--- src/design/sir_pkg.sv ---
// shared types and constants for the segment intersection unit
package sir_pkg;

   localparam int COORD_BITS  = 16;
   localparam int FIELD_W     = 16;
   localparam int NUM_FIELDS  = 8;
   localparam int IN_W        = NUM_FIELDS * FIELD_W;

   localparam int NUM_W       = 51;
   localparam int D_W         = 34;
   localparam int OUT_W       = 2 * NUM_W + D_W;

   localparam int DIFF_W      = COORD_BITS + 1;
   localparam int CROSS_W     = 2 * DIFF_W;
   localparam int XN_W        = COORD_BITS + CROSS_W + 1;

   localparam int QUEUE_DEPTH = 8;
   localparam int QPTR_W      = $clog2(QUEUE_DEPTH);
   localparam int QCNT_W      = QPTR_W + 1;
   localparam int OCC_W       = QCNT_W + 1;

   // classified pair handed from the front to the back
   typedef struct packed {
      logic                        hit;
      logic signed [CROSS_W-1:0]    d;
      logic signed [CROSS_W-1:0]    t;
      logic signed [COORD_BITS-1:0] ax1;
      logic signed [COORD_BITS-1:0] ay1;
      logic signed [DIFF_W-1:0]     a_dx;
      logic signed [DIFF_W-1:0]     a_dy;
   } sir_item_type;

endpackage

--- src/design/sir_queue.sv ---
// short queue between the front and back pipelines
module sir_queue import sir_pkg::*; (
   input  logic               clock,
   input  logic               reset,
   input  logic               push,
   input  sir_item_type       push_item,
   input  logic               pop,
   output logic               q_valid,
   output sir_item_type       q_item,
   output logic [QCNT_W-1:0]  q_count
);

   sir_item_type       mem_ff [QUEUE_DEPTH];
   logic [QPTR_W-1:0]  wr_ptr_ff, wr_ptr_in;
   logic [QPTR_W-1:0]  rd_ptr_ff, rd_ptr_in;
   logic [QCNT_W-1:0]  count_ff, count_in;
   logic               do_pop;

   assign do_pop  = pop && (count_ff != '0);
   assign q_valid = (count_ff != '0);
   assign q_item  = mem_ff[rd_ptr_ff];
   assign q_count = count_ff;

   always_comb begin
      wr_ptr_in = push   ? wr_ptr_ff + 1'b1 : wr_ptr_ff;
      rd_ptr_in = do_pop ? rd_ptr_ff + 1'b1 : rd_ptr_ff;
      count_in  = count_ff + QCNT_W'(push) - QCNT_W'(do_pop);
   end

   always_ff @(posedge clock) begin
      if (reset) begin
         wr_ptr_ff <= '0;
         rd_ptr_ff <= '0;
         count_ff  <= '0;
      end else begin
         wr_ptr_ff <= wr_ptr_in;
         rd_ptr_ff <= rd_ptr_in;
         count_ff  <= count_in;
      end
   end

   always_ff @(posedge clock) begin
      if (push) begin
         mem_ff[wr_ptr_ff] <= push_item;
      end
   end

endmodule

--- config.mk ---
export PLATFORM = sky130hd
export DESIGN_NAME = sir_queue
export DESIGN_NICKNAME = d
export VERILOG_FILES = /design/src/design/sir_pkg.sv /design/src/design/sir_queue.sv
export SDC_FILE = /design/constraint.sdc
export NUM_CORES = 1
export LEC_CHECK = 0
export BUFFER_PORTS_ARGS = -buffer_cell sky130_fd_sc_hd__buf_2
export CAP_MARGIN = 10
export CORE_MARGIN = 2
export CORE_UTILIZATION = 55
export CTS_CLUSTER_DIAMETER = 200
export DETAILED_ROUTE_END_ITERATION = 8
export MAX_ROUTING_LAYER = met4
export PLACE_DENSITY = 0.73
export SLEW_MARGIN = 25
export SYNTH_ARGS = -nofsm -noshare
export SYNTH_HDL_FRONTEND = slang
export SYNTH_SLANG_ARGS = --single-unit
--- constraint.sdc ---
create_clock -name clock -period 14.11 [get_ports clock]
set_input_delay 0.7055 -clock clock [delete_from_list [all_inputs] [get_ports clock]]
set_output_delay 0.7055 -clock clock [all_outputs]
set_load 0.005 [all_outputs]
# [Word level (Yosys, flattened, before mapping)]
# Memory sizes are Yosys's and may differ from the RTL's. A register that Yosys moved wholly into a read port is not among the register bits.
# Index checks and enable logic that the tools add are counted.
[totals] ff_bits=10 ramBits=1080 latchBits=0 mem_count=1 in_bits=139 romBits=0 output_inout_bits=140 elab_cells=14
[classes] n_addsub=4 n_lt_le_gt_ge=0 n_mux=4 n_shift=0 n_div=0 n_bitwise=0 n_reduce_logical=2 n_eq_ne=0 mul=0
[mem_list] memory="mem_ff" depth=8 word_bits=135 rd=1 rd_clocked_by_memory_dff=1 wr=1 line="sir_queue.sv:13" source="sir_item_type mem_ff [QUEUE_DEPTH];"
[op_table] cell="3-bit by 1-bit adder with 3-bit output (second input constant)" n=2
[op_table] cell="3-bit two-way mux" n=2
[op_table] cell="4-bit by 1-bit adder with 4-bit output" n=1
[op_table] cell="4-bit nonzero test" n=1
[op_table] cell="4-bit by 1-bit subtractor with 4-bit output" n=1
[op_table] cell="1-bit two-way mux" n=2
[op_table] cell="1-bit logical AND" n=1

# [Longest topological paths before layout]
[depth] word_depth=4 ltp_mapped=11 depth_no_buf=11

# [Least setup slack after synthesis]
# OpenSTA, ideal clock, no wires.
[synth_timing] path_kind="input to register" from="input push" to="memory mem_ff[0][0] in the netlist's numbering, enable pin" path_stages=2 t_required_ps=13315 arrival_time_ps=9908 setup_time_ps=795 n_path_buf=0 slack_ps=3407 cell_sequence="nand2b_1 -> nor3_1"
[synth_via] elab_chain_len=2
[synth_rtl] item="from (decl)" line="sir_queue.sv:5" source="input logic push,"
[synth_rtl] item="1-bit two-way mux" line="sir_queue.sv:43" source="if (push) begin"
[synth_rtl] item="1-bit two-way mux (not written as such)" line="sir_queue.sv:44" source="mem_ff[wr_ptr_ff] <= push_item;"
[synth_rtl] item="to (decl)" line="sir_queue.sv:13"
# No other way between the ends.

==> run summary <==
Pin placement for this block handled 279 I/O pins. The endpoint identified for the worst register-to-register timing path is mem_ff[0][19]$_DFFE_PP_. The static leakage came out at 14.8 nW.

The worst-case IR drop observed on VDD is 0.115 mV. The count of cell types in the netlist is 25. At the worst endpoint, the required time is 13.40 ns. The final global-route overflow total came out at 0. The most frequent cell after synthesis is sky130_fd_sc_hd__edfxtp_1.

The number of pins with negative max-slew slack in the final report is 0. The synthesized design contains 1093 register bits. In the synthesized netlist the dominant register cell turns out to be sky130_fd_sc_hd__edfxtp_1. The fraction of synthesized cell area taken by the top area cell type came out at 0.788. The share of the core filled with cells in the final layout came out at 0.634. The least setup slack across all paths after layout is 8.88 ns. The clock-pin slew reported for the worst setup and hold paths after clock tree synthesis came out at 0.06 ns. The relative max-transition margin came out at 0.316.

The number of design rule violations left after detail routing is 0. The count of buffers added on input and output ports is 278. In this run the standard cell core region covers 0.0742 mm2. STA classifies the critical path endpoint as a primary output. The number of vias per cell came out at 5.92. The chip width is 278 um. The pin count of the biggest net entering global routing came out at 165. The number of nets produced by synthesis came out at 1782. The post-DP HPWL came out at 40700 um. The total clock sinks is 1093. The cell count after synthesis came out at 1636. The number of cells on the worst reg-to-reg path came out at 4. For the worst setup path, the data arrival time is 4.53 ns. Max-cap violations in this run came to 0. The transition at the pin with the smallest max-transition slack is 1.03 ns. The most heavily used metal layer in global routing is met2.

The number of rows created at floorplan came out at 100. The via count of the first global-routing pass came to 19008. Ranked by instance count, the synthesized netlist is headed by 1080 x sky130_fd_sc_hd__edfxtp_1, 270 x sky130_fd_sc_hd__mux4_2, 137 x sky130_fd_sc_hd__mux2_2. The endpoint of the most critical setup path is q_item[2]. The category of the worst setup path launch point is a flop. Based on the critical path, the design can be clocked at up to 0.191 GHz.

The run finished with clean final reports. The count of flip-flops with a built-in enable after synthesis came out at 1080. The post-cts repair resize count came out at 0. The slack of the worst reg-to-reg path is 11.29 ns. The number of antenna violations at the first check in global routing came out at 19.

Of the available clock period, the critical path in the final layout requires 0.371. The routing usage on met3 is 0.0448. The cell sitting at the root of the clock tree is a sky130_fd_sc_hd__clkbuf_16. In this run the power density over the cells is 156 mW/mm2. By area the synthesized netlist is led by sky130_fd_sc_hd__edfxtp_1 79%, sky130_fd_sc_hd__mux4_2 15%, sky130_fd_sc_hd__mux2_2 3.7%, sky130_fd_sc_hd__dfxtp_1 0.63%, sky130_fd_sc_hd__buf_6 0.60%.

The number of hold violations in the final report came to 0. The worst-skew pair later-pin latency came out at 0.65 ns. The number of DRC markers after the initial detailed-route iteration came out at 1515. The TritonCTS clock tree is done. The minimum clock period is 5.23 ns. Adding up every negative setup slack in the final design gives 0 ns. Wires add up to 79900 um. The critical path in this run is classified as flop to primary output. The met2 layer usage reported by global route is 0.351. The cell type with the highest aggregate area in the netlist is sky130_fd_sc_hd__edfxtp_1. The per-instance average area after synthesis came out at 25.2 um2.

Counting along the longest clock path gives a buffer depth of 3. CTS built an H-tree with a depth of 3. For this configuration, the core starts out at a cell density of 0.555. In this run the cell area of the synthesized design comes to 0.0411 mm2. The maximum fanout encountered on the critical timing path came out at 105. The total via count in the routed design came out at 18055.

In this run the critical register-to-register path is launched from wr_ptr_ff[2]$_SDFFE_PP0P_. The net count of the finished layout is 2122. The area growth from synthesis to layout is 14.2%. The remaining antenna violation count after routing came out at 0. OpenSTA, run right after detailed placement, puts the worst setup slack at 8.99 ns. The warning count from the yosys run came out at 0.

Setup repair after global routing left no endpoint under its margin. The share of final-layout standard cells stronger than drive strength 1 is 0.423. For this run, the total global-route usage over all layers was measured as 0.216. The sequential cell area fraction in the yosys report is 0.794. The worst hold path belongs to the class primary input to flop. The number of hold-repair buffers added at the cts stage came out at 0.

The worst-case clock skew is 0.0246 ns. The met1 track demand over resource came out at 0.284. The first-pass GRT wire length is 120000 um. In the final routed layout, each cell accounts on average for 26.2 um. The first-pass detailed-route iteration total is 6. The die height is 278 um. The number of clock buffers added by TritonCTS is 106. The global placer's final weighted congestion is 0.718. The share of synthesized flip-flops with an asynchronous set or reset came out at 0. The die covers 0.0770 mm2. The final count of negative-setup-slack endpoints is 0. The post-CTS setup-driven buffer insertion count is 0.
[area by class of cell]
| type | instances | area (um2) |
|---|---|---|
| inverters | 8 | 30.0 |
| clock inverters | 61 | 549 |
| well taps | 969 | 1210 |
| clock buffers | 130 | 2740 |
| repair buffers | 308 | 1710 |
| multi-input cells | 459 | 8010 |
| diodes | 21 | 52.6 |
| flip-flops and latches | 1093 | 32700 |
| fillers | 4837 | 27200 |
[power by group]
group	total, mW	internal, mW	leakage, nW	switching [mW]
combinational	0.929	0.482	3.32	0.447
clock	2.68	1.54	1.59	1.14
sequential	3.70	3.66	9.92	0.0432
[cells in the final DEF, fill, tap and decap left out, types with 6 or more instances in the layout]
cell type                    instances
sky130_fd_sc_hd__a21oi_1             6
sky130_fd_sc_hd__buf_2             278
sky130_fd_sc_hd__buf_4              22
sky130_fd_sc_hd__bufinv_16           9
sky130_fd_sc_hd__clkbuf_1           24
sky130_fd_sc_hd__clkbuf_16         106
sky130_fd_sc_hd__clkinv_1           24
sky130_fd_sc_hd__clkinv_2           17
sky130_fd_sc_hd__clkinvlp_4          6
sky130_fd_sc_hd__dfxtp_1            10
sky130_fd_sc_hd__diode_2            21
sky130_fd_sc_hd__edfxtp_1         1080
sky130_fd_sc_hd__ha_1                6
sky130_fd_sc_hd__inv_1               8
sky130_fd_sc_hd__mux2_2            137
sky130_fd_sc_hd__mux4_2            270
sky130_fd_sc_hd__nor2_1              7
sky130_fd_sc_hd__nor2_4              6
[worst min path at each step]
stage,start,to,slack [ns],cells after the start
after floorplan,rd_ptr_ff[2]$_SDFFE_PP0P_,flop,0.48,2
after global placement,rd_ptr_ff[2]$_SDFFE_PP0P_,flop,0.48,2
after detailed placement,rd_ptr_ff[2]$_SDFFE_PP0P_,flop,0.51,2
after CTS,push_item[63],mem_ff[7][63]$_DFFE_PP_,0.28,1
after global routing,push_item[8],mem_ff[5][8]$_DFFE_PP_,0.31,1
final,push_item[8],mem_ff[0][8]$_DFFE_PP_,0.32,1
[layer usage]
| layer | vias up | part of all wire |
|---|---|---|
| li1 | 7726 | - |
| met5 | - | 0 |
| met1 | 9725 | 0.41 |
| met4 | 0 | 0.014 |
| met3 | 95 | 0.064 |
| met2 | 509 | 0.51 |
[sequential cells by signal (all words and copies together), names as in the netlist, named ones only]
name / count
mem_ff: 1080
q_count: 4
wr_ptr_ff: 3
rd_ptr_ff: 3
[per-stage QoR]
stage	instances	area, um2	hold WS, ns	total power [mW]
detailed placement	2836	43600	0.506	4.72
global placement	2835	43600	0.476	4.69
floorplan	1636	41100	0.480	4.39
finish	3049	47000	0.317	7.31
global route	3046	47000	0.309	7.57
CTS	3027	46900	0.280	7.39
[cells by family (layout without fill, tap and decap cells)]
family          after synthesis  after routing  share of synthesized area
mux                         408            408                      0.186
flops                      1093           1093                      0.794
buf+inv                      84            507                     0.0123
fa+ha+maj                     7              7                    0.00231
other cells                   0             21                          0
simple gates                 31             31                    0.00350
xor+xnor                      3              3                   0.000639
compound gates               10             10                    0.00131
[worst max-delay path, stage by stage (launching register included)]
cell and delay, ns:
sky130_fd_sc_hd__dfxtp_4 0.63, sky130_fd_sc_hd__buf_4 0.78, sky130_fd_sc_hd__buf_12 0.65, sky130_fd_sc_hd__buf_6 0.65, sky130_fd_sc_hd__mux4_2 0.59, sky130_fd_sc_hd__mux2_2 0.30, sky130_fd_sc_hd__buf_2 0.13
No activity file was read; power rests on OpenSTA's default activity.
